[src/rtl/sps_pkg.sv]
// Shared widths, register indexes, types and constants for the stereogram pixel shifter.
package sps_pkg;

  localparam int LW_W      = 11;
  localparam int REP_W     = 6;
  localparam int CFG_W     = 11;
  localparam int CFG_IDX_W = 2;
  localparam int CH_W      = 8;
  localparam int PIX_W     = 3 * CH_W;
  localparam int SUM_W     = 10;
  localparam int OFS_W     = 6;

  localparam int DEF_MAX_LINE_WIDTH = 1024;

  localparam logic [CFG_IDX_W-1:0] REG_LINE_WIDTH   = 2'd0;
  localparam logic [CFG_IDX_W-1:0] REG_REPETITIONS  = 2'd1;
  localparam logic [CFG_IDX_W-1:0] REG_INVERT_DEPTH = 2'd2;

  localparam logic [LW_W-1:0]  RST_LINE_WIDTH  = 11'd800;
  localparam logic [REP_W-1:0] RST_REPETITIONS = 6'd10;

  // grey = sum / 3 as (sum * 683) >> 11, exact for sum < 2048
  localparam int GREY_MUL   = 683;
  localparam int GREY_SHIFT = 11;

  // step = 255 / reps; offset = (grey * ceil(2^16 / step)) >> 16
  localparam int STEP_NUM    = 255;
  localparam int RECIP_SHIFT = 16;
  localparam int RECIP_W     = 15;
  localparam int RECIP_BIAS  = (1 << RECIP_SHIFT) - 1;

  localparam int DIV_NW = 17;
  localparam int DIV_DW = 8;

  typedef struct packed {
    logic [LW_W-1:0]    width;
    logic [LW_W-1:0]    strip;
    logic [RECIP_W-1:0] recip;
    logic               invert;
    logic               ready;
  } sps_params_t;

  typedef enum logic [2:0] {
    P_START,
    P_STRIP,
    P_STEP,
    P_RECIP,
    P_IDLE
  } sps_pstate_t;

  typedef enum logic [2:0] {
    S_IDLE,
    S_GREY,
    S_OFS,
    S_ADDR,
    S_DATA
  } sps_state_t;

endpackage

[src/rtl/sps_div.sv]
// Restoring divider, one quotient bit per cycle.
module sps_div (
  input  logic                      clk,
  input  logic                      rst,
  input  logic                      start,
  input  logic [sps_pkg::DIV_NW-1:0] dividend,
  input  logic [sps_pkg::DIV_DW-1:0] divisor,
  output logic                      done,
  output logic [sps_pkg::DIV_NW-1:0] quotient
);
  import sps_pkg::*;

  localparam int CNT_W = $clog2(DIV_NW + 1);

  logic              busy;
  logic [CNT_W-1:0]  cnt;
  logic [DIV_NW-1:0] quot;
  logic [DIV_DW-1:0] rem;
  logic [DIV_DW-1:0] dsr;
  logic [DIV_DW:0]   rem_sh;
  logic [DIV_DW:0]   diff;
  logic              ge;

  always_comb begin
    rem_sh = {rem, quot[DIV_NW-1]};
    ge     = rem_sh >= {1'b0, dsr};
    diff   = rem_sh - {1'b0, dsr};
  end

  always_ff @(posedge clk) begin
    if (rst) begin
      busy <= 1'b0;
      done <= 1'b0;
      cnt  <= '0;
    end else begin
      done <= 1'b0;
      if (start) begin
        busy <= 1'b1;
        cnt  <= CNT_W'(DIV_NW);
      end else if (busy) begin
        cnt <= cnt - 1'b1;
        if (cnt == CNT_W'(1)) begin
          busy <= 1'b0;
          done <= 1'b1;
        end
      end
    end
  end

  always_ff @(posedge clk) begin
    if (start) begin
      quot <= dividend;
      rem  <= '0;
      dsr  <= divisor;
    end else if (busy) begin
      quot <= {quot[DIV_NW-2:0], ge};
      rem  <= ge ? diff[DIV_DW-1:0] : rem_sh[DIV_DW-1:0];
    end
  end

  assign quotient = quot;

endmodule

[src/rtl/sps_params.sv]
// Configuration registers and derived strip width and depth reciprocal.
module sps_params #(
  parameter int MAX_LINE_WIDTH = sps_pkg::DEF_MAX_LINE_WIDTH
) (
  input  logic                         clk,
  input  logic                         rst,
  input  logic                         cfg_we,
  input  logic [sps_pkg::CFG_IDX_W-1:0] cfg_index,
  input  logic [sps_pkg::CFG_W-1:0]     cfg_data,
  output sps_pkg::sps_params_t         prm
);
  import sps_pkg::*;

  logic [LW_W-1:0]    line_width;
  logic [REP_W-1:0]   repetitions;
  logic               invert_depth;
  logic [LW_W-1:0]    strip;
  logic [RECIP_W-1:0] recip;
  sps_pstate_t        state, state_next;

  logic [LW_W-1:0]    eff_w;
  logic [REP_W-1:0]   eff_reps;
  logic               div_start;
  logic [DIV_NW-1:0]  div_a;
  logic [DIV_DW-1:0]  div_b;
  logic               div_done;
  logic [DIV_NW-1:0]  div_q;
  logic               restart;

  always_comb begin
    if (line_width == '0) begin
      eff_w = LW_W'(1);
    end else if (32'(line_width) > MAX_LINE_WIDTH) begin
      eff_w = LW_W'(MAX_LINE_WIDTH);
    end else begin
      eff_w = line_width;
    end
    eff_reps = (repetitions == '0) ? REP_W'(1) : repetitions;
  end

  assign restart = cfg_we && (cfg_index == REG_LINE_WIDTH || cfg_index == REG_REPETITIONS);

  sps_div u_div (
    .clk      (clk),
    .rst      (rst),
    .start    (div_start),
    .dividend (div_a),
    .divisor  (div_b),
    .done     (div_done),
    .quotient (div_q)
  );

  always_comb begin
    state_next = state;
    div_start  = 1'b0;
    div_a      = DIV_NW'(eff_w);
    div_b      = DIV_DW'(eff_reps);
    unique case (state)
      P_START: begin
        div_start  = 1'b1;
        state_next = P_STRIP;
      end
      P_STRIP: begin
        if (div_done) begin
          div_start  = 1'b1;
          div_a      = DIV_NW'(STEP_NUM);
          state_next = P_STEP;
        end
      end
      P_STEP: begin
        if (div_done) begin
          div_start  = 1'b1;
          div_a      = DIV_NW'(RECIP_BIAS) + DIV_NW'(div_q[DIV_DW-1:0]);
          div_b      = div_q[DIV_DW-1:0];
          state_next = P_RECIP;
        end
      end
      P_RECIP: begin
        if (div_done) begin
          state_next = P_IDLE;
        end
      end
      P_IDLE: begin
        state_next = P_IDLE;
      end
      default: begin
        state_next = P_START;
      end
    endcase
    if (restart) begin
      div_start  = 1'b0;
      state_next = P_START;
    end
  end

  always_ff @(posedge clk) begin
    if (rst) begin
      state        <= P_START;
      line_width   <= RST_LINE_WIDTH;
      repetitions  <= RST_REPETITIONS;
      invert_depth <= 1'b0;
    end else begin
      state <= state_next;
      if (cfg_we) begin
        unique case (cfg_index)
          REG_LINE_WIDTH:   line_width   <= cfg_data[LW_W-1:0];
          REG_REPETITIONS:  repetitions  <= cfg_data[REP_W-1:0];
          REG_INVERT_DEPTH: invert_depth <= cfg_data[0];
          default:          ;
        endcase
      end
    end
  end

  always_ff @(posedge clk) begin
    if (state == P_STRIP && div_done) begin
      strip <= div_q[LW_W-1:0];
    end
    if (state == P_RECIP && div_done) begin
      recip <= div_q[RECIP_W-1:0];
    end
  end

  always_comb begin
    prm.width  = eff_w;
    prm.strip  = strip;
    prm.recip  = recip;
    prm.invert = invert_depth;
    prm.ready  = (state == P_IDLE);
  end

endmodule
[config.mk]
export PLATFORM = sky130hd
export DESIGN_NAME = sps_params
export DESIGN_NICKNAME = d
export VERILOG_FILES = /design/src/rtl/sps_pkg.sv /design/src/rtl/sps_div.sv /design/src/rtl/sps_params.sv
export SDC_FILE = /design/constraint.sdc
export NUM_CORES = 1
export LEC_CHECK = 0
export BUFFER_PORTS_ARGS = -buffer_cell sky130_fd_sc_hd__buf_2
export CELL_PAD_IN_SITES_DETAIL_PLACEMENT = 1
export CELL_PAD_IN_SITES_GLOBAL_PLACEMENT = 1
export CORE_MARGIN = 4
export CORE_UTILIZATION = 47
export CTS_BUF_LIST = sky130_fd_sc_hd__clkbuf_4
export CTS_CLUSTER_SIZE = 12
export DETAILED_ROUTE_END_ITERATION = 16
export GPL_ROUTABILITY_DRIVEN = 0
export HOLD_SLACK_MARGIN = 0.15
export PLACE_DENSITY_LB_ADDON = 0.1
export SLEW_MARGIN = 5
export SYNTH_ARGS = -nofsm -noshare
export SYNTH_HDL_FRONTEND = slang
export SYNTH_HIERARCHICAL = 1
export SYNTH_SLANG_ARGS = --single-unit
[constraint.sdc]
create_clock -name clk -period 4.1 [get_ports clk]
set_input_delay 1.025 -clock clk [delete_from_list [all_inputs] [get_ports clk]]
set_output_delay 1.025 -clock clk [all_outputs]
set_load 0.03 [all_outputs]
# [Yosys cells after proc, flatten, opt, wreduce, memory -nomap -nowiden]
# Index checks and enable logic that the tools add are counted.
[classes] eq_ne=10 magnitude_cmp=2 reduce_logical=18 mux=24 bitwise=1 n_addsub=3
[ops] cell="$mux W17" n=3
[ops] cell="$pmux W17 S2" n=1
[ops] cell="$mux W11" n=3
[ops] cell="$mux W6" n=3
[ops] cell="$add A16 B8 Y17 const A" n=1
[ops] cell="$pmux W3 S5" n=1
[ops] cell="$gt A11 B11 Y1 const B" n=1
[ops] cell="$logic_not A11 Y1" n=1
[ops] cell="$mux W5" n=2
[ops] cell="$ge A9 B8 Y1" n=1
[ops] cell="$mux W3" n=3
[ops] cell="$mux W8" n=1
[ops] cell="$reduce_and A2 Y1" n=4
[ops] cell="$sub A8 B8 Y8" n=1
[ops] cell="$eq A3 B2 Y1 const B" n=2
[ops] cell="$logic_not A6 Y1" n=1
[ops] cell="$mux W1" n=6
[ops] cell="$ne A2 B1 Y1 const B" n=3
[ops] cell="$reduce_or A2 Y1" n=3
[ops] cell="$eq A5 B1 Y1 const B" n=1
[ops] cell="$sub A5 B1 Y5 const B" n=1
[ops] cell="$eq A3 B1 Y1 const B" n=1
[ops] cell="$eq A3 B3 Y1 const B" n=1
[ops] cell="$logic_and A1 B1 Y1" n=3
[ops] cell="other kinds (10)" n=10
[word_totals] output_inout_bits=39 input_bits=16 reg_bits=87 elab_cells=72

# [Logic depth before layout (Yosys ltp)]
[logic_depth] word_depth=6 ltp_mapped=8 mapped_depth_nobuf=8

# [Cells and area by module]
# The synthesis kept the hierarchy.
[modules_own_cells] module="sps_params" seq_area_each_um2=1201.2 cells_per_inst=206 area_each_um2=2154.6 instances=1
[modules_own_cells] module="sps_div" seq_area_each_um2=1051.0 cells_per_inst=170 area_each_um2=2024.4 instances=1

# [Least setup slack after synthesis]
# OpenSTA, ideal clock, no wires.
[synth_path] path_kind="input -> register" start="input cfg_we" end="register u_div.quot[14] (netlist: u_div/quotient[14]) (data pin)" path_slack_ns=0.741 stages=6 required_time_ns=3.840 setup_ns=0.260 t_arrival_ns=3.100 cell_sequence="nor2b_1 > buf_2 > nor3_1 > clkbuf_1 > buf_1 > mux2_2"
[synth_via] elab_chain_len=3
[synth_rtl] element="from (decl)" line_no="sps_params.sv:7" rtl="input logic cfg_we,"
[synth_rtl] element="$logic_and A1 B1 Y1" line_no="sps_params.sv:41" rtl="assign restart = cfg_we && (cfg_index == REG_LINE_WIDTH || cfg_index == REG_REPETITIONS);"
[synth_rtl] element="$mux W1" line_no="sps_params.sv:90" rtl="if (restart) begin"
[synth_rtl] element="named net div_start" line_no="sps_params.sv:23" rtl="logic div_start;"
[synth_rtl] element="$mux W17" line_no="sps_div.sv:51" rtl="if (start) begin"
[synth_rtl] element="to (signal assigned)" line_no="sps_div.sv:52" rtl="quot <= dividend;"
[synth_rtl] element="to (signal assigned)" line_no="sps_div.sv:56" rtl="quot <= {quot[DIV_NW-2:0], ge};"
[synth_rtl] element="to (decl)" line_no="sps_div.sv:17" rtl="logic [DIV_NW-1:0] quot;"
# The timed path passes the listed nets, and every way through them passes these cells.
# A chain may end at the register's enable or synchronous reset.

==> results.py <==
metrics = {
    "run_status": {
        "status": "finished clean",
    },
    "synthesis": {
        "synth_edf_count": 51,
        "syn_inst": 376,
        "synth_cell_types": 59,
        "syn-cell-area_um2": 4180,
        "yosysSeqAreaShare": 0.539,
        "async_flop_share": 0,
        "syn-num-nets": 405,
        "yosysWarnings": 6,
        "synth_ff_type": "edfxtp_1",
        "synth-seq-cells": 87,
        "syn_area_per_cell_um2": 11.1,
    },
    "routing": {
        "drtIter0Drc": 128,
        "ant_nets": 0,
        "wl_per_cell_um": 17.8,
        "via_per_inst": 5.50,
        "post-route-drc-count": 0,
        "drt_wl_total_um": 9600,
        "via_count": 2959,
        "firstDrtPassIters": 4,
    },
    "clocking": {
        "clk_latency_ps": 450,
        "cts_resized": 0,
        "clock-sinks": 87,
        "clockBufferDepth": 2,
        "cts_made_buffers": 9,
        "holdBufCountCts": 0,
        "post-cts-setup-buffers": 0,
        "clk_pin_slew_worst_paths_ps": 160,
        "h-tree-depth": 3,
        "cts_tree": "yes",
        "clockRootBuffer": "clkbuf_4",
    },
    "floorplanning": {
        "die_h_um": 102,
        "die_w_um": 102,
        "fp-row-count": 34,
        "ios": 55,
        "core_um2": 8680,
        "initial_core_util": 0.482,
        "die_area_um2": 10500,
    },
    "min_path": {
        "hold_depth": 2,
        "min_from": "repetitions[5]$_SDFFE_PP0P_",
        "hp-class": "flop to flop",
        "min_to": "repetitions[5]$_SDFFE_PP0P_",
    },
    "grt": {
        "grt_max_degree": 37,
        "track_usage": 0.191,
        "antenna_found_initial": 0,
        "grt_pass1_vias": 3021,
        "gr-total-overflow": 0,
        "grt_pass1_wl_um": 15300,
    },
    "worst_setup_path": {
        "r2r_end": "u_div/rem[0]$_SDFFE_PP0P_",
        "cp-start-kind": "flop",
        "rr_worst_depth": 7,
        "cp_slowest_stage_delay_ps": 360,
        "cp_slowest_cell": "dfxtp_1",
        "crit_path_cell_trace": "nor4_1, a31oi_1, nor2_1, buf_2",
        "worst-r2r-setup-slack_ps": 1780,
        "cp.required_ps": 3070,
        "cp_max_fo": 3,
        "crit-reg2reg-launch": "u_div/dsr[6]$_DFFE_PP_",
        "crit_path_end_kind": "output port",
        "path_class": "flop to output port",
        "arrival_ps": 1550,
    },
    "timing": {
        "fin_crit_ps": 2580,
        "clock-skew-final_ps": 20.7,
        "worst_pin_slew_ps": 1150,
        "timing.final.crit_share": 0.629,
        "slew_violations": 0,
        "fmaxAchievable_mhz": 388,
        "slew_headroom": 0.231,
        "rsz0062_at_grt": "no",
        "finalSetupViolCount": 0,
        "hold_violations": 0,
        "fin_tns_setup_ps": 0,
        "postLayoutSetupSlackWorst_ps": 1520,
    },
    "pwr": {
        "power.density_nw_per_um2": 403,
        "static-leakage-power_nw": 1.86,
        "max-vdd-ir-drop_v": 0.000174,
    },
    "flow_run": {
        "maxCapViolations": 0,
    },
    "final_layout": {
        "syn_to_final_growth_pct": 11.3,
        "diodes": 0,
        "post_route_cells_drive_above_1_share": 0.258,
        "finish.utilization": 0.536,
        "filler_cell_count": 983,
        "nets": 454,
    },
    "placed_design": {
        "dp_hpwl_um": 7070,
        "place_ws_ps": 1360,
        "io_buffers": 54,
    },
}
per-layer routing:
metal | part of all wire | GRT usage | vias to the layer above | wire length [um]
met5 | 0 | 0 | - | 0
met4 | 0.014 | 0.0666 | 0 | 130
met3 | 0.040 | 0.0328 | 10 | 384
met2 | 0.48 | 0.317 | 53 | 4650
met1 | 0.46 | 0.253 | 1454 | 4430
li1 | - | - | 1442 | -
cell type report:
type / count / area [um2] / area share
multi-input cells: 255 / 1780 / 0.382
flip-flops and latches: 87 / 2250 / 0.484
inverters: 16 / 60.1 / 0.0129
well taps: 108 / 135 / 0.0290
repair buffers: 56 / 285 / 0.0613
clock inverters: 7 / 73.8 / 0.0159
clock buffers: 9 / 67.6 / 0.0145
synthesized netlist by cell type, drive strengths merged (6+ instances only):
| cell | instances | area, um2 |
|---|---|---|
| xnor2 | 6 | 52.6 |
| nand2b | 7 | 43.8 |
| nor3 | 10 | 50.1 |
| a21o | 6 | 45.0 |
| dfxtp | 36 | 721 |
| ha | 12 | 150 |
| inv | 16 | 60.1 |
| buf | 10 | 68.8 |
| clkbuf | 8 | 30.0 |
| nor2 | 25 | 93.8 |
| nor2b | 16 | 103 |
| edfxtp | 51 | 1530 |
| nand2 | 41 | 154 |
| xor2 | 10 | 87.6 |
| a21oi | 28 | 140 |
| o21ai | 6 | 33.8 |
| mux2 | 23 | 263 |
state kept, by name, summed over array words and instances, names as in the netlist:
register and count:
repetitions 6, u_div/busy 1, u_div/cnt 5, state 3, u_div/rem 8, invert_depth 1, u_div/done 1, u_div/dsr 8
line_width 11, recip 15, strip 11, u_div/quotient 17
kinds of logic after synthesis:
logic type      synth area share
compound gates            0.0976
xor+xnor                  0.0335
fa+ha+maj                 0.0431
buf+inv                   0.0380
flops                      0.539
mux                       0.0749
simple gates               0.174
cell usage in the layout, fill, tap and decap left out, types with 6 or more instances in the layout:
cell type  Yosys  final
a21o_1         6      6
a21oi_1       28     28
buf_2          4     54
clkbuf_4       0      9
dfxtp_1       36     36
edfxtp_1      51     51
ha_1          12     12
inv_1         16     16
mux2_2        20     20
nand2_1       41     41
nand2b_1       7      7
nor2_1        25     25
nor2b_1       15     15
nor3_1        10      9
xnor2_1        6      6
xor2_1        10     10
worst max-delay path, delay by kind of cell, from the launching register on:
family | cells | cell delay (ps)
and+or+nand+nor | 2 | 380
AOI/OAI and AO/OA | 1 | 150
buffers and inverters | 1 | 210
DFF | 1 | 360
worst max-delay path by stage:
stage / start / to / cells after the start
floorplan: cfg_we / u_div/quotient[14]$_DFFE_PP_ / 6
global placement: cfg_we / u_div/quotient[12]$_DFFE_PP_ / 6
detailed placement: cfg_we / u_div/quotient[12]$_DFFE_PP_ / 6
CTS: line_width[9]$_SDFFE_PP1P_ / prm[28] / 4
global route: line_width[9]$_SDFFE_PP1P_ / prm[28] / 4
finish: line_width[3]$_SDFFE_PP0P_ / prm[28] / 4
power breakdown:
part           switching, mW  internal (mW)
clock                  0.344          0.144
combinational          0.178          0.136
sequential            0.0706           1.00
per-stage QoR:
stage | instance area (um2) | power [mW] | instances | hold WS, ps
floorplan | 4180 | 1.31 | 376 | 422
CTS | 4650 | 1.89 | 538 | 487
global route | 4650 | 1.96 | 538 | 507
finish | 4650 | 1.87 | 538 | 484
detailed placement | 4510 | 1.40 | 522 | 448
global placement | 4510 | 1.39 | 522 | 445
No activity file was read; power rests on OpenSTA's default activity.
